### src/rtl/triangle_barycentric_coords_defines.svh
// ----------------------------------------------------------------------------
// Assertion macros for the barycentric coordinate block
// Concurrent checks on the block's own pipeline logic; empty in synthesis.
// ----------------------------------------------------------------------------
`ifndef TRIANGLE_BARYCENTRIC_COORDS_DEFINES_SVH
`define TRIANGLE_BARYCENTRIC_COORDS_DEFINES_SVH

`ifndef SYNTHESIS

// Same-cycle implication.
`define TBC_ASSERT_IMPL(label, clock, reset, ante, cons) \
  label: assert property (@(posedge clock) disable iff (reset) (ante) |-> (cons)) \
    else $error("barycentric block: same-cycle check failed");

// Next-cycle implication.
`define TBC_ASSERT_NEXT(label, clock, reset, ante, cons) \
  label: assert property (@(posedge clock) disable iff (reset) (ante) |=> (cons)) \
    else $error("barycentric block: next-cycle check failed");

`else

`define TBC_ASSERT_IMPL(label, clock, reset, ante, cons)

`define TBC_ASSERT_NEXT(label, clock, reset, ante, cons)

`endif

`endif

### src/rtl/tbc_pkg.sv
// ----------------------------------------------------------------------------
// tbc_pkg
// Widths, types and constants shared by the barycentric coordinate pipeline.
// ----------------------------------------------------------------------------
package tbc_pkg;

  localparam int COORD_W = 32;   // coordinate and weight fields
  localparam int DIFF_W  = 33;   // exact vertex differences
  localparam int PROD_W  = 66;   // product of two differences
  localparam int DOT_W   = 67;   // signed dot product
  localparam int MAG_W   = 66;   // dot product magnitude
  localparam int HALF_W  = 33;   // half of a magnitude for split multiply
  localparam int WIDE_W  = 132;  // product of two magnitudes, also the divisor
  localparam int NUM_W   = 134;  // signed numerator before scaling

  typedef logic signed [COORD_W-1:0] coord_t;
  typedef logic signed [DIFF_W-1:0]  diff_t;
  typedef logic signed [DOT_W-1:0]   dot_t;
  typedef logic [MAG_W-1:0]          mag_t;
  typedef logic [WIDE_W-1:0]         wide_t;

  // Control bits that travel with an item through the division stages.
  typedef struct packed {
    logic valid;
    logic degen;
    logic neg_v;
    logic neg_w;
  } tbc_ctl_t;

  localparam coord_t COORD_MAX = {1'b0, {(COORD_W-1){1'b1}}};
  localparam coord_t COORD_MIN = {1'b1, {(COORD_W-1){1'b0}}};

endpackage

### src/rtl/tbc_div_step.sv
// ----------------------------------------------------------------------------
// tbc_div_step
// One restoring division stage for both weights: produces one quotient bit
// of v and of w and registers the partial remainders.
// ----------------------------------------------------------------------------
module tbc_div_step
  import tbc_pkg::*;
#(
  parameter int FRAC_BITS = 16
) (
  input  logic                       clk,
  input  logic                       rst,
  input  logic                       en,
  input  tbc_ctl_t                   ctl_in,
  input  wide_t                      div_in,
  input  wide_t                      rem_v_in,
  input  wide_t                      rem_w_in,
  input  logic [NUM_W-2+FRAC_BITS:0] nq_v_in,
  input  logic [NUM_W-2+FRAC_BITS:0] nq_w_in,
  output tbc_ctl_t                   ctl_out,
  output wide_t                      div_out,
  output wide_t                      rem_v_out,
  output wide_t                      rem_w_out,
  output logic [NUM_W-2+FRAC_BITS:0] nq_v_out,
  output logic [NUM_W-2+FRAC_BITS:0] nq_w_out
);

  localparam int QUO_W = NUM_W - 1 + FRAC_BITS;

  // The numerator leaves at the top of nq while quotient bits enter below.
  logic [WIDE_W:0]   trial_v, trial_w;
  logic [WIDE_W+1:0] diff_v, diff_w;
  logic              ge_v, ge_w;

  assign trial_v = {rem_v_in, nq_v_in[QUO_W-1]};
  assign trial_w = {rem_w_in, nq_w_in[QUO_W-1]};
  assign diff_v  = {1'b0, trial_v} - {2'b00, div_in};
  assign diff_w  = {1'b0, trial_w} - {2'b00, div_in};
  assign ge_v    = ~diff_v[WIDE_W+1];
  assign ge_w    = ~diff_w[WIDE_W+1];

  always_ff @(posedge clk) begin
    if (rst) begin
      ctl_out.valid <= 1'b0;
    end else if (en) begin
      ctl_out.valid <= ctl_in.valid;
    end
    if (en) begin
      ctl_out.degen <= ctl_in.degen;
      ctl_out.neg_v <= ctl_in.neg_v;
      ctl_out.neg_w <= ctl_in.neg_w;
      div_out   <= div_in;
      rem_v_out <= ge_v ? diff_v[WIDE_W-1:0] : trial_v[WIDE_W-1:0];
      rem_w_out <= ge_w ? diff_w[WIDE_W-1:0] : trial_w[WIDE_W-1:0];
      nq_v_out  <= {nq_v_in[QUO_W-2:0], ge_v};
      nq_w_out  <= {nq_w_in[QUO_W-2:0], ge_w};
    end
  end

endmodule

### config.mk
export PLATFORM = sky130hd
export DESIGN_NAME = tbc_div_step
export DESIGN_NICKNAME = d
export VERILOG_FILES = /design/src/rtl/triangle_barycentric_coords_defines.svh /design/src/rtl/tbc_pkg.sv /design/src/rtl/tbc_div_step.sv
export SDC_FILE = /design/constraint.sdc
export NUM_CORES = 1
export LEC_CHECK = 0
export ABC_AREA = 1
export BUFFER_PORTS_ARGS = -buffer_cell sky130_fd_sc_hd__buf_2
export CAP_MARGIN = 20
export CORE_AREA = 5 5 544 546
export CTS_CLUSTER_SIZE = 14
export DETAILED_ROUTE_END_ITERATION = 8
export DIE_AREA = 0 0 549 551
export GPL_TIMING_DRIVEN = 0
export PLACE_DENSITY_LB_ADDON = 0.05
export REMOVE_ABC_BUFFERS = 1
export SKIP_LAST_GASP = 1
export SLEW_MARGIN = 20
export SYNTH_ARGS = -nofsm -noshare
export SYNTH_HDL_FRONTEND = slang
export SYNTH_SLANG_ARGS = --single-unit
### constraint.sdc
create_clock -name clk -period 3.63 [get_ports clk]
set_input_delay 0.363 -clock clk [delete_from_list [all_inputs] [get_ports clk]]
set_output_delay 0.363 -clock clk [all_outputs]
set_load 0.01 [all_outputs]
### Yosys cells after proc, flatten, opt, wreduce, memory -nomap -nowiden

Index checks and enable logic that the tools add are counted.

| word-level totals | value |
|---|---|
| logic and storage cells | 15 |
| output and inout port bits | 698 |
| bits in registers | 698 |
| bits of input ports | 701 |

| operators by class | value |
|---|---|
| bitwise gates (word level) | 2 |
| mux-type cells | 2 |
| $add $sub $neg | 2 |

Operator list:

| kind | number |
|---|---|
| subtractor 133 x 132 -> 134 bit | 2 |
| 2-to-1 mux 132 bit | 2 |
| NOT 1 bit | 2 |

### Longest topological paths before layout

| depth | value |
|---|---|
| depth in word-level cells | 2 |
| mapped depth | 20 |
| mapped depth without buffers | 19 |

### Worst setup path before layout

Ideal clock, no wire load.

| timing | value |
|---|---|
| path kind | input port to flip-flop |
| start point | input div_in[72] |
| end point | register rem_w_out[117], data pin |
| arrival | 2.240 ns |
| path buffers | 2 |
| stages | 16 |
| library setup time | 0.253 ns |
| data required time | 3.377 ns |
| slack | 1.137 ns |
| cell sequence | inv_1 ha_1 a21oi_2 o21ai_1 nand2_1 nand2_1 nand2_1 nand2_1 nand2_1 nand2_1 a21oi_2 nand3_2 buf_6 buf_6 nand3_1 nand2_1 |

| on the way | value |
|---|---|
| longest elaborated chain between the ends | 2 |

Ends and longest elaborated chain:

| item | RTL line | RTL |
|---|---|---|
| start: declaration | tbc_div_step.sv:15 | `input wide_t div_in,` |
| subtractor 133 x 132 -> 134 bit | tbc_div_step.sv:38 | `assign diff_w = {1'b0, trial_w} - {2'b00, div_in};` |
| 2-to-1 mux 132 bit | tbc_div_step.sv:54 | `rem_w_out <= ge_w ? diff_w[WIDE_W-1:0] : trial_w[WIDE_W-1:0];` |
| end signal: assignment | tbc_div_step.sv:54 |  |
| end: declaration | tbc_div_step.sv:23 | `output wide_t rem_w_out,` |

Every way passes these cells.
A chain may end at the register's enable or synchronous reset.

### Final worst setup path

| timing | value |
|---|---|
| start point | input rem_w_in[125] |
| end point | register rem_w_out[37], data pin |

| on the way | value |
|---|---|
| longest elaborated chain between the ends | 2 |

Ends and longest elaborated chain:

| item | RTL line | RTL |
|---|---|---|
| start: declaration | tbc_div_step.sv:17 | `input wide_t rem_w_in,` |
| subtractor 133 x 132 -> 134 bit | tbc_div_step.sv:38 |  |
| 2-to-1 mux 132 bit | tbc_div_step.sv:54 |  |

Every way passes these cells.

==> run metrics <==
endpoints failing setup=6; flip-flop and latch count after synthesis=698; first drt pass iteration count=6; Rows=198; gr usage total=25.1%; CTS Buf Count=100; sequential-to-total area share from yosys stat=40.1%; clock-pin slew on the worst setup and hold paths=0.06 ns; Reg area=21000 um2; critical path peak fanout=27; Setup CP Type=input port to flop; status=finished with violations; Leakage=36.9 nW; Top Ports=1399; pre-CTS setup slack=-2.27 ns; 1st-iter DRT viols=3855; critical path data required time=4.17 ns; DP HPWL=343000 um; grt ovf=0; initial antenna violation count=110; Routed WL per cell=29.3 um; max-cap viol count=0; DRC=0; Final Cycle Share=103%; CP Cell Sequence=dlygate4sd3_1 > buf_2 > ha_1 > a21oi_1 > o21ai_0 > nand2_1 > o211ai_1 > a21oi_2 > nand2_1 > a21oi_4 > buf_16 > buf_16 > nand3_4 > buf_16 > clkbuf_16 > o21ai_4; Fill cells=32900; worst-skew pair later-pin latency=0.83 ns; Max VDD drop=0.333 mV; wl on met1=161000 um; first-pass GRT wire length=515000 um; die area=302000 um2; reg2reg end=ctl_out[3]$_SDFFE_PP0P_; core area=290000 um2; total number of vias=58900; failing checks=negative setup slack; H-tree depth=3; layout cells sized above 1=18.3%; die width=549 um; reg-to-reg slack, setup=2.49 ns; Final Worst Setup Slack=-0.122 ns; CTS tree=built; Die Ht=551 um; Worst EP arrival=4.29 ns; Tmin final=3.75 ns; Hold Crit Depth=1; Final nets=10600; clk_skew=0 ns; vias in the first global route=59500; fmax=267 MHz; Multi-input gate area=25200 um2; Slew HR=28.9%; synthesized area per cell=6.95 um2; synth warn=0; Longest Clk Path Bufs=4; Worst Min Path Start=en; Synth cell types=38; slowest cell delay on critical path=0.57 ns; class of the worst hold path=input port to flop; Routed Antenna Nets=0; slew at the pin closest to its max-slew limit=1.06 ns; Final Hold Vio Count=0; Placer Congestion=0.940; met3 WL=17500 um; Worst setup SP type=input port; synthesized netlist cell count=7510; highest routed layer=met5; Slew Limit Fails=0; largest net degree at the start of global routing=91; Worst Reg-to-Reg Cells=3; PD cells=404 nW/um2; clk sinks=698; DR vias/cell=4.32; DR WL met2=200000 um; Root Buffer=clkbuf_16; Area growth syn-to-layout=43.4%; most numerous cell on the critical path=buf_16; fin cells=13700; RSZ-0062 raised after global routing=true; Initial Utilization=18.0%; wirelength, routed=400000 um; CP endpoint kind=flop; hold path endpoint=rem_v_out[117]$_DFFE_PP_; slowest CP cell=dlygate4sd3_1; mapped cell area=52200 um2; dpl cells=12800; port bufs=1398; worst r2r src=ctl_out[3]$_SDFFE_PP0P_
[logic make-up (layout without fill, tap and decap cells)]
group                    after synthesis  after routing  share of synthesized area [%]
flip-flops                           698            698                           40.1
XOR/XNOR                             132            132                           2.21
buffers and inverters               1706           3893                           12.8
AO/OA/AOI/OAI                        768            769                           7.60
other                                  0             42                              0
multiplexers                           1              1                         0.0192
adder cells (fa/ha/maj)              266            266                           6.40
AND/OR/NAND/NOR                     3939           3950                           30.9
[sequential cells by signal, summed over array words and instances, names as in the netlist]
signal and flops:
div_out 132, nq_w_out 149, rem_v_out 132, nq_v_out 149, ctl_out 4, rem_w_out 132
[routing by layer]
metal  global-route usage (%)  vias to the layer above
met1                     29.5                    28400
met3                     3.02                      563
met2                     45.7                     1975
li1                         -                    28000
met5                        0                        -
met4                     10.7                       20
[timing repair]
action | CTS | global route
buffers inserted | 20 | 5
cloned | 11 | 8
hold buffers | 634 | 2
endpoints found under the hold margin | 633 | 2
setup endpoints to repair | 265 | 85
pin swaps | 12 | 6
gates resized for setup | 86 | 29
[critical path: cells and delay by family]
kind,cells,cell delay (ns)
and+or+nand+nor,3,0.43
AOI/OAI and AO/OA,6,1.35
buffers and inverters,6,1.62
adders and majority gates,1,0.39
[area by class of cell]
class	instances	area share (%)
multi-input combinational	5118	33.7
sequential	698	28.0
timing repair buffer	2087	19.2
inverter	1630	8.22
tap	3900	6.52
clock buffer	117	3.43
clock inverter	59	0.802
antenna	42	0.140
[synth_stat cells (all sizes together)]
cell | number | area (um2)
clkbuf | 33 | 124
nand2 | 2643 | 9940
dfxtp | 1 | 20.0
xor2 | 127 | 1110
edfxtp | 697 | 20900
buf | 43 | 433
o211ai | 8 | 60.1
ha | 264 | 3300
nor3 | 82 | 443
fa | 2 | 40.0
a21o | 10 | 75.1
and2 | 1 | 6.26
a21oi | 370 | 1870
nor4 | 9 | 56.3
inv | 1628 | 6110
nand4 | 157 | 982
clkinv | 2 | 7.51
xnor2 | 5 | 43.8
nand3 | 300 | 1540
nand3b | 75 | 563
o21ai | 355 | 1780
mux2i | 1 | 10.0
nor2 | 672 | 2580
o21bai | 25 | 188
[worst max path at each step]
stage / startpoint / endpoint / slack (ns) / depth (start not counted)
2_1_floorplan: div_in[72] / nq_w_out[0]$_DFFE_PP_ / -2.49 / 12
3_3_place_gp: en / nq_v_out[72]$_DFFE_PP_ / -11.08 / 1
3_5_place_dp: div_in[48] / rem_w_out[28]$_DFFE_PP_ / -2.27 / 16
4_1_cts: rem_v_in[126] / rem_v_out[11]$_DFFE_PP_ / 0.007 / 17
5_1_grt: rem_w_in[80] / rem_w_out[38]$_DFFE_PP_ / -0.03 / 19
6_report: rem_w_in[125] / rem_w_out[37]$_DFFE_PP_ / -0.12 / 16
[cell usage in the layout (no fill, tap or decap), types with 16 or more instances in the layout]
| cell | count |
|---|---|
| nand2_1 | 2628 |
| inv_1 | 1566 |
| buf_2 | 1397 |
| edfxtp_1 | 697 |
| nor2_1 | 647 |
| dlygate4sd3_1 | 636 |
| a21oi_1 | 361 |
| nand3_1 | 295 |
| ha_1 | 251 |
| o21ai_0 | 181 |
| nand4_1 | 157 |
| o21ai_1 | 137 |
| xor2_1 | 127 |
| clkbuf_16 | 107 |
| nor3_1 | 77 |
| nand3b_1 | 75 |
| inv_2 | 53 |
| diode_2 | 42 |
| o21bai_1 | 24 |
| clkinv_1 | 23 |
| o21ai_4 | 23 |
| buf_16 | 20 |
| buf_4 | 20 |
| nor2_2 | 19 |
| clkbuf_1 | 17 |
| clkinvlp_4 | 16 |
[metrics by stage]
| stage | instance area, um2 | utilization [%] | power [W] | hold WS, ns | setup TNS [ns] |
|---|---|---|---|---|---|
| final | 74900 | 25.8 | 0.0303 | 0.0504 | -0.387 |
| after global routing | 74800 | 25.8 | 0.0317 | 0.00695 | -0.193 |
| after CTS | 74400 | 25.6 | 0.0307 | 0.00150 | 0 |
| after detailed placement | 64100 | 22.1 | 0.0198 | 0.490 | -417.19 |
| after global placement | 63500 | 21.9 | 0.0200 | 0.470 | -9608.46 |
| after floorplan | 51700 | - | 0.0145 | 0.435 | -536.88 |
[power by group]
group / internal [W] / total [W] / switching, W / leakage [nW]
Clock: 0.00570 / 0.00983 / 0.00413 / 1.52
Combinational: 0.00309 / 0.0102 / 0.00711 / 28.5
Sequential: 0.00995 / 0.0102 / 0.000272 / 6.82
Total: 0.0187 / 0.0303 / 0.0115 / 36.9
(Power assumes the default switching activity.)
